## config.mk

```make
export PLATFORM = sky130hd
export DESIGN_NAME = dcrq_ctrl
export DESIGN_NICKNAME = d
export VERILOG_FILES = /design/src/hw/rtl/dcrq_pkg.sv /design/src/hw/rtl/dcrq_ctrl.sv
export SDC_FILE = /design/constraint.sdc
export NUM_CORES = 1
export LEC_CHECK = 0
export BUFFER_PORTS_ARGS = -buffer_cell sky130_fd_sc_hd__buf_2
export CAP_MARGIN = 40
export CORE_AREA = 4 4 50 52
export DETAILED_ROUTE_END_ITERATION = 16
export DIE_AREA = 0 0 54 56
export PLACE_DENSITY_LB_ADDON = 0.15
export SLEW_MARGIN = 20
export SYNTH_ARGS = -nofsm -noshare
export SYNTH_HDL_FRONTEND = slang
export SYNTH_SLANG_ARGS = --single-unit
```

## constraint.sdc

```tcl
create_clock -name clk_i -period 2.79 [get_ports clk_i]
set_clock_uncertainty 0.15 [all_clocks]
set_input_delay 0 -clock clk_i [delete_from_list [all_inputs] [get_ports clk_i]]
set_output_delay 0 -clock clk_i [all_outputs]
set_load 0.01 [all_outputs]
```

## src/hw/rtl/dcrq_pkg.sv

```systemverilog
// ----------------------------------------------------------------------------
// dcrq_pkg
// shared constants, types and helpers for the distinct count range query block
// ----------------------------------------------------------------------------
package dcrq_pkg;

  localparam int MaxN      = 1024;
  localparam int ValueBits = 16;
  localparam int PosW      = $clog2(MaxN + 1);
  localparam int AddrW     = $clog2(MaxN);
  localparam int IdxW      = PosW + 1;
  localparam int ValueW    = 16;
  localparam int TagW      = 16;

  typedef enum logic [1:0] {
    OP_CLEAR = 2'd0,
    OP_LOAD  = 2'd1,
    OP_QUERY = 2'd2,
    OP_NONE  = 2'd3
  } op_e;

  typedef enum logic [2:0] {
    ST_OK        = 3'd0,
    ST_BAD_RANGE = 3'd1,
    ST_ORDER     = 3'd2,
    ST_FULL      = 3'd3,
    ST_PHASE     = 3'd4
  } status_e;

  typedef enum logic [4:0] {
    CMD_NOP,
    CMD_CAPTURE,
    CMD_CLEAR,
    CMD_LOAD,
    CMD_REJECT,
    CMD_B_START,
    CMD_B_RDE,
    CMD_B_RDL,
    CMD_B_LAT,
    CMD_B_CMP,
    CMD_B_WR0,
    CMD_B_WRP,
    CMD_B_NEXT,
    CMD_B_DONE,
    CMD_M_RD,
    CMD_M_WR,
    CMD_S_RD,
    CMD_S_LD,
    CMD_S_DEC,
    CMD_P_INIT,
    CMD_P_RD,
    CMD_P_ADD,
    CMD_P_SWAP,
    CMD_P_DONE,
    CMD_OUT
  } cmd_e;

  typedef enum logic [4:0] {
    S_IDLE,
    S_DISPATCH,
    S_B_START,
    S_B_CHK,
    S_B_V,
    S_B_L,
    S_B_E,
    S_B_W0,
    S_B_WP,
    S_B_NEXT,
    S_M_CHK,
    S_M_WR,
    S_S_CHK,
    S_S_LD,
    S_S_DEC,
    S_P_CHK,
    S_P_ADD,
    S_RESP
  } state_e;

  typedef struct packed {
    cmd_e    cmd;
    status_e st;
  } ctrl_t;

  typedef struct packed {
    op_e  op;
    logic last;
    logic built;
    logic full;
    logic range_bad;
    logic order_bad;
    logic pos_zero;
    logic cand;
    logic hit;
    logic idx_ok;
    logic idx_zero;
    logic sp_gt_r;
    logic prev_nz;
  } flags_t;

  function automatic logic [IdxW-1:0] lsb(input logic [IdxW-1:0] x);
    lsb = x & (~x + IdxW'(1));
  endfunction

endpackage

```

## src/hw/rtl/dcrq_ctrl.sv

```systemverilog
// ----------------------------------------------------------------------------
// dcrq_ctrl
// sequencer for load, build, sweep and prefix walks, and the output handshake
// ----------------------------------------------------------------------------
module dcrq_ctrl (
  input  logic             clk_i,
  input  logic             rst_ni,
  input  logic             in_valid_i,
  output logic             in_ready_o,
  output logic             out_valid_o,
  input  logic             out_ready_i,
  output dcrq_pkg::ctrl_t  ctrl_o,
  input  dcrq_pkg::flags_t flags_i
);
  import dcrq_pkg::*;

  state_e state_q, state_d;
  logic   mret_q, mret_d;
  logic   second_q, second_d;
  logic   ovalid_q, ovalid_d;
  logic   out_free;

  assign out_free    = !ovalid_q || out_ready_i;
  assign in_ready_o  = (state_q == S_IDLE);
  assign out_valid_o = ovalid_q;

  always_ff @(posedge clk_i or negedge rst_ni) begin
    if (!rst_ni) begin
      state_q  <= S_IDLE;
      mret_q   <= 1'b0;
      second_q <= 1'b0;
      ovalid_q <= 1'b0;
    end else begin
      state_q  <= state_d;
      mret_q   <= mret_d;
      second_q <= second_d;
      ovalid_q <= ovalid_d;
    end
  end

  always_comb begin
    state_d     = state_q;
    mret_d      = mret_q;
    second_d    = second_q;
    ovalid_d    = ovalid_q && !out_ready_i;
    ctrl_o.cmd  = CMD_NOP;
    ctrl_o.st   = ST_OK;
    unique case (state_q)
      S_IDLE: begin
        if (in_valid_i) begin
          ctrl_o.cmd = CMD_CAPTURE;
          state_d    = S_DISPATCH;
        end
      end
      S_DISPATCH: begin
        state_d = S_RESP;
        unique case (flags_i.op)
          OP_CLEAR: ctrl_o.cmd = CMD_CLEAR;
          OP_LOAD: begin
            if (flags_i.built) begin
              ctrl_o.cmd = CMD_REJECT;
              ctrl_o.st  = ST_PHASE;
            end else begin
              ctrl_o.cmd = CMD_LOAD;
              if (flags_i.last) begin
                state_d = S_B_START;
              end
            end
          end
          OP_QUERY: begin
            priority if (!flags_i.built) begin
              ctrl_o.cmd = CMD_REJECT;
              ctrl_o.st  = ST_PHASE;
            end else if (flags_i.range_bad) begin
              ctrl_o.cmd = CMD_REJECT;
              ctrl_o.st  = ST_BAD_RANGE;
            end else if (flags_i.order_bad) begin
              ctrl_o.cmd = CMD_REJECT;
              ctrl_o.st  = ST_ORDER;
            end else begin
              state_d = S_S_CHK;
            end
          end
          default: ctrl_o.cmd = CMD_REJECT;
        endcase
      end
      S_B_START: begin
        ctrl_o.cmd = CMD_B_START;
        state_d    = S_B_CHK;
      end
      S_B_CHK: begin
        if (flags_i.pos_zero) begin
          ctrl_o.cmd = CMD_B_DONE;
          state_d    = S_RESP;
        end else begin
          ctrl_o.cmd = CMD_B_RDE;
          state_d    = S_B_V;
        end
      end
      S_B_V: begin
        ctrl_o.cmd = CMD_B_RDL;
        state_d    = S_B_L;
      end
      S_B_L: begin
        ctrl_o.cmd = CMD_B_LAT;
        state_d    = flags_i.cand ? S_B_E : S_B_W0;
      end
      S_B_E: begin
        ctrl_o.cmd = CMD_B_CMP;
        state_d    = S_B_W0;
      end
      S_B_W0: begin
        ctrl_o.cmd = CMD_B_WR0;
        mret_d     = 1'b0;
        state_d    = flags_i.hit ? S_B_WP : S_M_CHK;
      end
      S_B_WP: begin
        ctrl_o.cmd = CMD_B_WRP;
        state_d    = S_B_NEXT;
      end
      S_B_NEXT: begin
        ctrl_o.cmd = CMD_B_NEXT;
        state_d    = S_B_CHK;
      end
      S_M_CHK: begin
        if (flags_i.idx_ok) begin
          ctrl_o.cmd = CMD_M_RD;
          state_d    = S_M_WR;
        end else begin
          state_d = mret_q ? S_S_DEC : S_B_NEXT;
        end
      end
      S_M_WR: begin
        ctrl_o.cmd = CMD_M_WR;
        state_d    = S_M_CHK;
      end
      S_S_CHK: begin
        if (flags_i.sp_gt_r) begin
          ctrl_o.cmd = CMD_S_RD;
          state_d    = S_S_LD;
        end else begin
          ctrl_o.cmd = CMD_P_INIT;
          second_d   = 1'b0;
          state_d    = S_P_CHK;
        end
      end
      S_S_LD: begin
        if (flags_i.prev_nz) begin
          ctrl_o.cmd = CMD_S_LD;
          mret_d     = 1'b1;
          state_d    = S_M_CHK;
        end else begin
          state_d = S_S_DEC;
        end
      end
      S_S_DEC: begin
        ctrl_o.cmd = CMD_S_DEC;
        state_d    = S_S_CHK;
      end
      S_P_CHK: begin
        priority if (!flags_i.idx_zero) begin
          ctrl_o.cmd = CMD_P_RD;
          state_d    = S_P_ADD;
        end else if (!second_q) begin
          ctrl_o.cmd = CMD_P_SWAP;
          second_d   = 1'b1;
        end else begin
          ctrl_o.cmd = CMD_P_DONE;
          state_d    = S_RESP;
        end
      end
      S_P_ADD: begin
        ctrl_o.cmd = CMD_P_ADD;
        state_d    = S_P_CHK;
      end
      S_RESP: begin
        if (out_free) begin
          ctrl_o.cmd = CMD_OUT;
          ovalid_d   = 1'b1;
          state_d    = S_IDLE;
        end
      end
      default: state_d = S_IDLE;
    endcase
  end

`ifndef SYNTHESIS
  a_accept: assert property (@(posedge clk_i) disable iff (!rst_ni)
    in_valid_i && in_ready_o |=> state_q == S_DISPATCH)
    else $error("accepted word not dispatched");
  a_resp: assert property (@(posedge clk_i) disable iff (!rst_ni)
    state_q == S_RESP && out_free |=> out_valid_o && state_q == S_IDLE)
    else $error("result not presented");
  a_busy: assert property (@(posedge clk_i) disable iff (!rst_ni)
    state_q != S_IDLE |-> !in_ready_o) else $error("ready while busy");
`endif

endmodule
```

==> run metrics <==
number of port buffers 26; crit path max fanout 19; Critical Path RT 2.81 ns; drt wl/cell 14.7 um; Final period util 89.6%; CP Launch Type register; worst endpoint data arrival time 2.52 ns; Period minus WS final 2.50 ns; CP max-delay cell dfrtp_1; pwr dens 905 mW/mm^2; Syn Area/Cell 6.90 sq um; worst-skew pair later-pin latency 0.26 ns; core area 0.00211 sq mm; max_slew headroom 59.3%; RSZ-0062 raised after global routing no; crit-path cells or2_4, nor3_4, nand4_1, o31a_1, dlygate4sd3_1, o21ai_1; H-tree Lvls 1; sequential area share after synthesis 17.7%; CP Class register to register; setup slack, reg-to-reg 0.29 ns; WHS Path Cells 4; Initial Utilization 53.8%; worst path buffer plus inverter count 1; DR iter-0 viols 69; # rows 17; predominant post-synthesis flop cell dfrtp_1; via count 1344; register bit total from synthesis 8; origin of the critical flop-to-flop path state_q[4]$_DFFE_PN0P_; CP max stage delay 0.60 ns; yosys warns 0; end point of the critical path state_q[3]$_DFFE_PN0P_; cell count along the critical path 6; Fin Setup TNS 0 ns; die area 0.00302 sq mm; synthesized area 0.00113 sq mm; antenna cell count 0; clk buf depth 2; Final Setup Violations 0; Layout Cells excl Fill 218; antenna-violating nets left 0; total of max-cap violations 0; grt peak-use layer met1; number of cells produced by synthesis 164; number of clock sinks 8; Final Hold Viols 0; Clk Tree Root Cell clkbuf_4; Post-CTS Setup Inserts 0; EDFF count, synth 0; grt met1 use 33.9%; reg-to-reg critical path endpoint state_q[3]$_DFFE_PN0P_; ys async rst share 100%; Critical Path Source state_q[4]$_DFFE_PN0P_; GP Congestion 0.869; Tot GR Track Use 22.7%; router iterations before antenna repair 5; Hold Path Class primary input to register; Hold WS 0.0514 ns; Syn Nets 186; Fillers 196; routed wire length 3.20 mm; met2 usage 33.2%; worst ir drop on vdd 0.508 mV; grt total ovfl 0; initial antenna violation count 0; Die W 54 um; status finished, final reports clean; Final nets 214; Fmax 400 MHz; post-synth cell types 46; post-DP HPWL 2.37 mm; first-pass GRT wire length 5.35 mm; Chip Height 56 um; dpl cells 208; share of layout cells above drive strength 1 18.9%; Worst Max-Slew Pin Slew 0.611 ns; TritonCTS clock tree done; delay-heaviest family, CP simple AND/OR/NAND/NOR gates; vias in the first global route 1165; met3 Use GR 4.02%; Worst Setup End Kind register; TritonCTS buffer count 3; DRC 0; IO Pins 28; fin. max-slew vios 0; Clock transition at path regs 0.06 ns; DR vias/cell 6.17; reg2reg path depth 6; largest net degree at the start of global routing 21; Static Leak 0.595 nW; P&R area growth vs syn 17.1%
worst min-delay path by stage:
stage | start | to
2_1_floorplan | rst_ni | mret_q$_DFFE_PN0P_
3_3_place_gp | rst_ni | state_q[1]$_DFFE_PN0P_
3_5_place_dp | rst_ni | state_q[1]$_DFFE_PN0P_
4_1_cts | flags_i[10] | state_q[1]$_DFFE_PN0P_
5_1_grt | flags_i[10] | state_q[1]$_DFFE_PN0P_
6_report | flags_i[10] | state_q[1]$_DFFE_PN0P_
metrics by stage:
| stage | total power [W] | cell area [sq um] | util [%] | setup WS, ns |
|---|---|---|---|---|
| after floorplan | 0.000915 | 1130 | - | 1.13 |
| after global placement | 0.00108 | 1230 | 58.6 | 0.758 |
| after detailed placement | 0.00108 | 1230 | 58.6 | 0.779 |
| after CTS | 0.00119 | 1330 | 63.0 | 0.323 |
| after global routing | 0.00132 | 1330 | 63.0 | 0.170 |
| final | 0.00120 | 1330 | 63.0 | 0.290 |
timing repair:
| item | in CTS | in global routing |
|---|---|---|
| hold endpoints to repair | 13 | 0 |
| gates resized for setup | 0 | 0 |
| endpoints found under the setup margin | 0 | 0 |
| hold buffers | 7 | 0 |
Yosys cell counts, drive strengths merged (3+ instances only):
cell / n / area (sq um)
nor2b: 5 / 31.3
dfrtp: 8 / 200
a21oi: 9 / 45.0
ha: 4 / 50.1
inv: 9 / 33.8
buf: 11 / 78.8
nand2b: 6 / 37.5
nand3: 4 / 20.0
nor2: 13 / 48.8
nor3: 9 / 56.3
or2: 3 / 21.3
a211oi: 3 / 22.5
or4: 3 / 26.3
o21ai: 20 / 100
a31oi: 3 / 18.8
nand4: 4 / 25.0
a221oi: 3 / 26.3
nand2: 19 / 71.3
layer usage:
metal	up-vias	part of all wire (%)
met1	612	42
met4	0	1.1
li1	656	-
met2	70	48
met5	-	0
met3	6	8.9
logic make-up (layout without fill, tap and decap cells):
group                    after synthesis  after routing  synth area share, %
AND/OR/NAND/NOR                       72             72                 33.6
buffers and inverters                 22             48                 10.6
flip-flops                             8              8                 17.7
XOR/XNOR                               2              2                 1.55
adder cells (fa/ha/maj)                4              4                 4.42
multiplexers                           1              1                0.884
AO/OA/AOI/OAI                         55             55                 31.3
cell type report:
| class | count | area, sq um | area share, % |
|---|---|---|---|
| Multi-Input combinational cell | 134 | 812 | 61.2 |
| Timing Repair Buffer | 36 | 223 | 16.8 |
| Tap cell | 28 | 35.0 | 2.64 |
| Inverter | 9 | 33.8 | 2.55 |
| Sequential cell | 8 | 200 | 15.1 |
| Clock buffer | 3 | 22.5 | 1.70 |
sequential cells by signal, summed over array words and instances (netlist names):
name and flops:
out_valid_o 1, second_q 1, state_q 5, mret_q 1
power by group:
part | internal (W) | total, W | switching (W)
registers | 0.000156 | 0.000285 | 0.000129
logic | 0.000357 | 0.000825 | 0.000469
clock network | 0.0000494 | 0.0000904 | 0.0000410
worst reg2reg max path, cell delays in order (launching register included):
cell           delay [ns]
dfrtp_1              0.60
or2_4                0.39
nor3_4               0.23
nand4_1              0.15
o31a_1               0.25
dlygate4sd3_1        0.57
o21ai_1              0.09
cell usage in the layout, fill, tap and decap left out, types with 4 or more instances in the layout:
cell,count
dfrtp_1,8
nand2_1,19
nor2_1,13
buf_2,26
o21ai_0,16
nor3_1,8
o21ai_1,4
nor2b_1,5
a21oi_1,9
nand2b_1,6
nand3_1,4
dlygate4sd3_1,7
nand4_1,4
ha_1,4
inv_1,9
Note: power is estimated with default switching activity, not from simulation.
